`config.mk`:
```
export PLATFORM = sky130hd
export DESIGN_NAME = bracket_balance_checker_core
export DESIGN_NICKNAME = d
export VERILOG_FILES = /design/src/rtl/bbc_pkg.sv /design/src/rtl/bbc_cell.sv /design/src/rtl/bracket_balance_checker_core.sv
export SDC_FILE = /design/constraint.sdc
export NUM_CORES = 1
export LEC_CHECK = 0
export ABC_AREA = 0
export CORE_MARGIN = 3
export CORE_UTILIZATION = 64
export DETAILED_ROUTE_END_ITERATION = 8
export DONT_BUFFER_PORTS = 1
export GPL_ROUTABILITY_DRIVEN = 0
export PLACE_DENSITY = 0.8
export SYNTH_ARGS = -nofsm -noshare
export SYNTH_HDL_FRONTEND = slang
export SYNTH_SLANG_ARGS = --single-unit
```
`constraint.sdc`:
```
create_clock -name clk -period 39.1 [get_ports clk]
set_input_delay 1.955 -clock clk [delete_from_list [all_inputs] [get_ports clk]]
set_output_delay 1.955 -clock clk [all_outputs]
set_load 0.03 [all_outputs]
```
`src/rtl/bbc_pkg.sv`:
```
// ---------------------------------------------------------------------------
// bbc_pkg
// Shared types, status codes and bracket tables for the bracket balance
// checker.
// ---------------------------------------------------------------------------
package bbc_pkg;

	// bracket kind held by one stack cell
	typedef logic [1:0] kind_t;

	localparam kind_t KIND_PAREN = 2'd0;
	localparam kind_t KIND_BRACE = 2'd1;
	localparam kind_t KIND_SQUARE = 2'd2;
	localparam kind_t KIND_ANGLE = 2'd3;

	// report codes
	typedef enum logic [2:0] {
		ST_OK = 3'd0,
		ST_BALANCED = 3'd1,
		ST_MISSING = 3'd2,
		ST_WRONG = 3'd3,
		ST_UNCLOSED = 3'd4,
		ST_OVERFLOW = 3'd5,
		ST_IGNORED = 3'd6
	} status_t;

	localparam int POS_W = 12;
	localparam logic [POS_W-1:0] POS_MAX = 12'd4095;

	localparam logic [7:0] CH_NUL = 8'h00;
	localparam logic [7:0] CH_OPEN_PAREN = 8'h28;
	localparam logic [7:0] CH_CLOSE_PAREN = 8'h29;
	localparam logic [7:0] CH_OPEN_BRACE = 8'h7b;
	localparam logic [7:0] CH_CLOSE_BRACE = 8'h7d;
	localparam logic [7:0] CH_OPEN_SQUARE = 8'h5b;
	localparam logic [7:0] CH_CLOSE_SQUARE = 8'h5d;
	localparam logic [7:0] CH_OPEN_ANGLE = 8'h3c;
	localparam logic [7:0] CH_CLOSE_ANGLE = 8'h3e;

	// shift command shared by every cell of the stack chain
	typedef struct packed {
		logic push;
		logic pop;
	} stack_op_t;

	// opener character of a kind
	function automatic logic [7:0] open_char(input kind_t k);
		logic [7:0] c;
		case (k)
			KIND_PAREN: c = CH_OPEN_PAREN;
			KIND_BRACE: c = CH_OPEN_BRACE;
			KIND_SQUARE: c = CH_OPEN_SQUARE;
			default: c = CH_OPEN_ANGLE;
		endcase
		return c;
	endfunction

	// closer character of a kind
	function automatic logic [7:0] close_char(input kind_t k);
		logic [7:0] c;
		case (k)
			KIND_PAREN: c = CH_CLOSE_PAREN;
			KIND_BRACE: c = CH_CLOSE_BRACE;
			KIND_SQUARE: c = CH_CLOSE_SQUARE;
			default: c = CH_CLOSE_ANGLE;
		endcase
		return c;
	endfunction

endpackage

```
`src/rtl/bbc_cell.sv`:
```
// ---------------------------------------------------------------------------
// bbc_cell
// One entry of the shifting bracket stack. On a push it takes the kind of
// its upper neighbor, on a pop the kind of its lower neighbor.
// ---------------------------------------------------------------------------
module bbc_cell
	import bbc_pkg::*;
(
	input logic clk,
	input stack_op_t op,
	input kind_t kind_above,
	input kind_t kind_below,
	output kind_t kind
);

	kind_t kind_q;

	// shift toward the bottom on push, toward the top on pop
	always_ff @(posedge clk) begin
		if (op.push) begin
			kind_q <= kind_above;
		end else if (op.pop) begin
			kind_q <= kind_below;
		end
	end

	assign kind = kind_q;

endmodule

```
`src/rtl/bracket_balance_checker_core.sv`:
```
// A result appears in the cycle after its character transfer.
// Throughput: one character per cycle unless a result is stalled; the top of
// stack is always cell 0 of the shifting cell chain, so each push or pop is a
// single shift of the chain. Reset clears stack depth, position, error flag
// and result valid; the stack cells are not reset and are read only below the depth.
// ---------------------------------------------------------------------------
// bracket_balance_checker_core
// Checks one text line for balanced brackets, one character per transfer,
// using a chain of shifting stack cells with the top at cell 0.
// ---------------------------------------------------------------------------
module bracket_balance_checker_core
	import bbc_pkg::*;
#(
	parameter int STACK_DEPTH = 256
) (
	input logic clk,
	input logic arst_n,
	input logic char_valid,
	output logic char_stall,
	input logic [7:0] character,
	input logic last_char,
	output logic result_valid,
	input logic result_stall,
	output logic [2:0] status,
	output logic [POS_W-1:0] position,
	output logic [7:0] expected_char,
	output logic line_done
);

	localparam int DEPTH_W = $clog2(STACK_DEPTH + 1);
	localparam logic [DEPTH_W-1:0] DEPTH_FULL = DEPTH_W'(STACK_DEPTH);

	logic [DEPTH_W-1:0] depth_q;
	logic [POS_W-1:0] pos_q;
	logic err_q;
	logic result_valid_q;
	status_t status_q;
	logic [POS_W-1:0] position_q;
	logic [7:0] expected_q;
	logic line_done_q;

	kind_t cell_kind [STACK_DEPTH];
	kind_t push_kind;
	stack_op_t op;

	logic char_accept;
	logic ko_hit;
	logic kc_hit;
	kind_t ko;
	kind_t kc;
	kind_t top_kind;
	kind_t top_after;
	logic [DEPTH_W-1:0] depth_after;
	logic [POS_W-1:0] pos_next;
	logic err_now;
	logic do_push;
	logic do_pop;
	status_t status_d;
	logic [7:0] expected_d;

	// transfer handshake: output register frees when its result is taken
	assign char_stall = result_valid_q & result_stall;
	assign char_accept = char_valid & ~char_stall;

	// bracket decode
	always_comb begin
		ko_hit = 1'b1;
		ko = KIND_PAREN;
		case (character)
			CH_OPEN_PAREN: ko = KIND_PAREN;
			CH_OPEN_BRACE: ko = KIND_BRACE;
			CH_OPEN_SQUARE: ko = KIND_SQUARE;
			CH_OPEN_ANGLE: ko = KIND_ANGLE;
			default: ko_hit = 1'b0;
		endcase
		kc_hit = 1'b1;
		kc = KIND_PAREN;
		case (character)
			CH_CLOSE_PAREN: kc = KIND_PAREN;
			CH_CLOSE_BRACE: kc = KIND_BRACE;
			CH_CLOSE_SQUARE: kc = KIND_SQUARE;
			CH_CLOSE_ANGLE: kc = KIND_ANGLE;
			default: kc_hit = 1'b0;
		endcase
	end

	assign top_kind = cell_kind[0];

	// check one character against the top of stack
	always_comb begin
		status_d = ST_OK;
		expected_d = CH_NUL;
		err_now = 1'b0;
		do_push = 1'b0;
		do_pop = 1'b0;
		if (err_q) begin
			status_d = ST_IGNORED;
		end else begin
			if (ko_hit) begin
				if (depth_q == DEPTH_FULL) begin
					status_d = ST_OVERFLOW;
					err_now = 1'b1;
				end else begin
					do_push = 1'b1;
				end
			end else if (kc_hit) begin
				if (depth_q == '0) begin
					status_d = ST_MISSING;
					expected_d = open_char(kc);
					err_now = 1'b1;
				end else if (top_kind == kc) begin
					do_pop = 1'b1;
				end else begin
					status_d = ST_WRONG;
					expected_d = close_char(top_kind);
					err_now = 1'b1;
				end
			end
			if (last_char && !err_now) begin
				if (depth_after != '0) begin
					status_d = ST_UNCLOSED;
					expected_d = close_char(top_after);
				end else begin
					status_d = ST_BALANCED;
					expected_d = CH_NUL;
				end
			end
		end
	end

	// stack state after this character
	always_comb begin
		if (do_push) begin
			depth_after = depth_q + 1'b1;
			top_after = ko;
		end else if (do_pop) begin
			depth_after = depth_q - 1'b1;
			top_after = cell_kind[1];
		end else begin
			depth_after = depth_q;
			top_after = top_kind;
		end
	end

	assign pos_next = (pos_q != POS_MAX) ? pos_q + 1'b1 : pos_q;

	assign op.push = char_accept & do_push;
	assign op.pop = char_accept & do_pop;
	assign push_kind = ko;

	// stack cell chain, top at index zero
	for (genvar i = 0; i < STACK_DEPTH; i++) begin : g_cell
		kind_t above;
		kind_t below;
		if (i == 0) begin : g_top
			assign above = push_kind;
		end else begin : g_mid
			assign above = cell_kind[i-1];
		end
		if (i == STACK_DEPTH - 1) begin : g_bottom
			assign below = cell_kind[i];
		end else begin : g_inner
			assign below = cell_kind[i+1];
		end
		bbc_cell u_cell (
			.clk(clk),
			.op(op),
			.kind_above(above),
			.kind_below(below),
			.kind(cell_kind[i])
		);
	end

	// line state
	always_ff @(posedge clk or negedge arst_n) begin
		if (!arst_n) begin
			depth_q <= '0;
			pos_q <= '0;
			err_q <= 1'b0;
		end else if (char_accept) begin
			if (last_char) begin
				depth_q <= '0;
				pos_q <= '0;
				err_q <= 1'b0;
			end else begin
				depth_q <= depth_after;
				pos_q <= pos_next;
				err_q <= err_q | err_now;
			end
		end
	end

	// result valid
	always_ff @(posedge clk or negedge arst_n) begin
		if (!arst_n) begin
			result_valid_q <= 1'b0;
		end else if (char_accept) begin
			result_valid_q <= 1'b1;
		end else if (!result_stall) begin
			result_valid_q <= 1'b0;
		end
	end

	// result payload
	always_ff @(posedge clk) begin
		if (char_accept) begin
			status_q <= status_d;
			position_q <= pos_next;
			expected_q <= expected_d;
			line_done_q <= last_char;
		end
	end

	assign result_valid = result_valid_q;
	assign status = status_q;
	assign position = position_q;
	assign expected_char = expected_q;
	assign line_done = line_done_q;

`ifndef ASSERT_OFF
	a_depth_bound: assert property (@(posedge clk) disable iff (!arst_n)
		depth_q <= DEPTH_FULL)
		else $error("stack depth beyond capacity");

	a_line_clear: assert property (@(posedge clk) disable iff (!arst_n)
		char_accept && last_char |=> depth_q == '0 && pos_q == '0 && !err_q)
		else $error("line state not cleared at line end");

	a_push_top: assert property (@(posedge clk) disable iff (!arst_n)
		op.push |=> cell_kind[0] == $past(push_kind))
		else $error("pushed kind not at top of stack");

	a_expect_zero: assert property (@(posedge clk) disable iff (!arst_n)
		result_valid && (status_q == ST_OK || status_q == ST_BALANCED ||
		status_q == ST_OVERFLOW || status_q == ST_IGNORED) |-> expected_q == CH_NUL)
		else $error("expected character set for a plain status");
`endif

endmodule
```
==> impl_metrics.yaml <==
status:
  status: "completed"
floorplan:
  core_mm2: 0.0378
  ios: 39
  die-area_mm2: 0.0410
  rows: 71
  die-height_um: 203
  initial_core_util: 0.653
  die_w_um: 203
logic_synthesis:
  syn_area_mm2: 0.0247
  syn_inst: 2482
  synth_seq_cells: 558
  synth_nets: 2508
  avgSynthCellArea_um2: 9.96
  synthFlopType: "edfxtp_1"
  synth_area_leader_cell: "edfxtp_1"
  yosys_warnings: 0
  synth_top_area_frac: 0.650
  synth_cell_types: 72
  synthTopCellsByArea: "edfxtp_1 (65%), nand2_1 (24%), dfrtp_1 (2.3%)"
  synth_edf_count: 535
  ys_async_sr_fraction: 0.0412
  yosysSeqAreaShare: 0.673
drt:
  routed_wl_um: 42100
  num_vias: 16300
  firstDrtPassIters: 5
  via_per_inst: 5.47
  post_drt_wl_per_cell_um: 14.1
  ant_nets: 0
  drtIter0Drc: 1573
  remaining_drc_errors: 0
setup_path:
  reg2reg_to: "g_cell[90].u_cell.kind[0]$_DFFE_PP_"
  worstSetupStartpointType: "input port"
  r2r_slack_ps: 32470
  cp_slowest_cell: "buf_4"
  cp.arrival_ps: 7940
  max_stage_delay_ps: 950
  r2r_start: "depth_q[0]$_DFFE_PN0P_"
  ff2ff_path_depth: 9
  endpoint_kind: "flop"
  crit_fanout: 86
  cpMostUsedCell: "buf_4"
  path_cells: "and3b_1 > o211a_2 > xnor2_2 > nand3_1 > a21oi_4 > buf_4 > buf_4 > buf_4 > buf_4"
  crit_required_ps: 39300
  path_class: "in2reg"
min_path:
  whs_path_depth: 0
  min_to: "g_cell[255].u_cell.kind[1]$_DFFE_PP_"
  hp-class: "reg2reg"
  hp-start: "g_cell[254].u_cell.kind[1]$_DFFE_PP_"
clock_network:
  clkLatencyLatePin_ps: 580
  h-tree-depth: 2
  clockRootBuffer: "clkbuf_16"
  clk_pin_slew_ps: 60
  cts_tree: "done"
  cts_resized: 0
  cts.sinks: 558
  clockBufferDepth: 3
  post_cts_buffers: 0
  holdBufCountCts: 0
  cts_buffers: 56
power_and_ir_drop:
  power_w: 0.00122
  irDropWorstVdd_mv: 0.0352
  power_density_mw_per_mm2: 45.7
  power.leakage_nw: 11.1
finish:
  nets: 2453
  n_antenna_cell: 0
  final_cells: 2983
  synthToLayoutAreaGrowth_pct: 8.10
  fill_cells: 2675
  multi_input_area_mm2: 0.00749
  seq_area_mm2: 0.0166
  drive_gt1_frac: 0.0469
sta:
  finalWorstSetupSlack_ps: 31360
  skew_ps: 11.8
  finalSetupTns_ps: 0
  finalSetupViolations: 0
  post-route-min-period_ps: 7740
  min_period_over_period: 0.198
  rsz0062_at_grt: "no"
  max-slew-margin-rel: 0.194
  drv_slew: 0
  fin_hold_ws_ps: 455
  worst_pin_slew_ps: 1210
  hold_violations: 0
  clock.fmax_ghz: 0.129
global_route:
  grt_antenna_before_repair: 0
  grt_pass1_vias: 15400
  grt_max_degree: 268
  grt_use_total: 0.204
  grt-ovfl-total: 0
  grt_pass1_wl_um: 72000
place:
  numPortBuffers: 0
  dp_hpwl_um: 23900
  placedCellCount: 2880
  dp_slack_ps: 30790
job:
  cap_violations: 0
## power by group
part | switching (W) | total, W | internal, W
logic | 0.0000218 | 0.0000355 | 0.0000138
registers | 0.0000130 | 0.000668 | 0.000655
clock network | 0.000217 | 0.000518 | 0.000300
total | 0.000252 | 0.00122 | 0.000970
## cell families (layout without fill, tap and decap cells)
kind of cell    Yosys count  after routing  synth area share
other cells               1              1          0.000152
flops                   558            558             0.673
mux                      10             10           0.00410
buf+inv                 149            139            0.0249
fa+ha+maj                13             13           0.00658
xor+xnor                 15             15           0.00562
compound gates           93             93            0.0276
simple gates           1643           1643             0.258
## per-stage QoR
step           utilization  cell area [um2]
4_1_cts              0.706            26700
6_report             0.706            26700
5_1_grt              0.706            26700
3_5_place_dp         0.660            25000
3_3_place_gp         0.660            25000
2_1_floorplan            -            24700
## routing by layer
metal	up-vias	global-route usage	wire length, um
met5	-	0	0
met2	376	0.325	20300
met1	7809	0.297	18900
met3	92	0.0290	1790
li1	8048	-	-
met4	0	0.0658	1080
## cells in the mapped netlist (2+ instances only)
master / n
or3_1: 2
a22o_1: 8
xnor2_1: 12
and3_1: 6
a21oi_1: 20
o21ai_0: 16
buf_4: 2
dfrtp_1: 23
a21boi_0: 2
clkbuf_8: 3
o22ai_1: 12
o32ai_1: 2
nand2_1: 1549
ha_1: 13
buf_2: 3
buf_1: 8
nand3_1: 12
nand4_2: 3
a2111oi_0: 2
nor2_1: 31
nand2b_1: 3
and2_2: 3
edfxtp_1: 535
and3b_1: 2
a21o_1: 2
clkbuf_1: 109
xor2_1: 2
buf_6: 2
nand4_1: 5
a41oi_1: 2
and4bb_2: 2
mux2i_1: 9
nor3_1: 13
o2111ai_1: 4
clkinv_1: 2
inv_1: 20
a211oi_1: 2
a32oi_1: 2
## how the worst max path moves through the flow
stage                                                      to  slack (ps)    startpoint  depth (start not counted)
final                     g_cell[90].u_cell.kind[0]$_DFFE_PP_       31360  character[0]                          9
after global placement    g_cell[72].u_cell.kind[0]$_DFFE_PP_       31030  character[0]                          9
after floorplan                        depth_q[0]$_DFFE_PN0P_        9700  character[0]                          8
after CTS                 g_cell[66].u_cell.kind[0]$_DFFE_PP_       31440  character[0]                          9
after global routing      g_cell[71].u_cell.kind[0]$_DFFE_PP_       30930  character[0]                          9
after detailed placement  g_cell[87].u_cell.kind[0]$_DFFE_PP_       30790  character[0]                          9
## registers in the layout, summed over array words and instances, names as in the netlist
signal and flops:
position 12, result_valid 1, expected_char 7, status 3, line_done 1, err_q 1, depth_q 9, pos_q 12
g_cell.u_cell.kind 512
## critical path, delay by kind of cell
| kind | cells | cell delay [ps] |
|---|---|---|
| xor+xnor | 1 | 390 |
| buf+inv | 4 | 3630 |
| compound gates | 2 | 1260 |
| simple gates | 2 | 480 |
## final cells by class
cell class                      count  share of cell area
Timing Repair Buffer               14             0.00440
Inverter                           22             0.00337
Clock inverter                     30             0.00955
Multi-Input combinational cell   1775               0.280
Clock buffer                       73              0.0560
Sequential cell                   558               0.623
Tap cell                          511              0.0239
## cell usage in the layout, fill, tap and decap left out, types with 15 or more instances in the layout
cell / n
nor2_1: 31
nand2_1: 1548
a21oi_1: 19
edfxtp_1: 535
inv_1: 20
clkbuf_16: 57
clkbuf_1: 15
o21ai_0: 16
clkinv_1: 17
dfrtp_1: 23
Note: power is estimated with default switching activity, not from simulation.
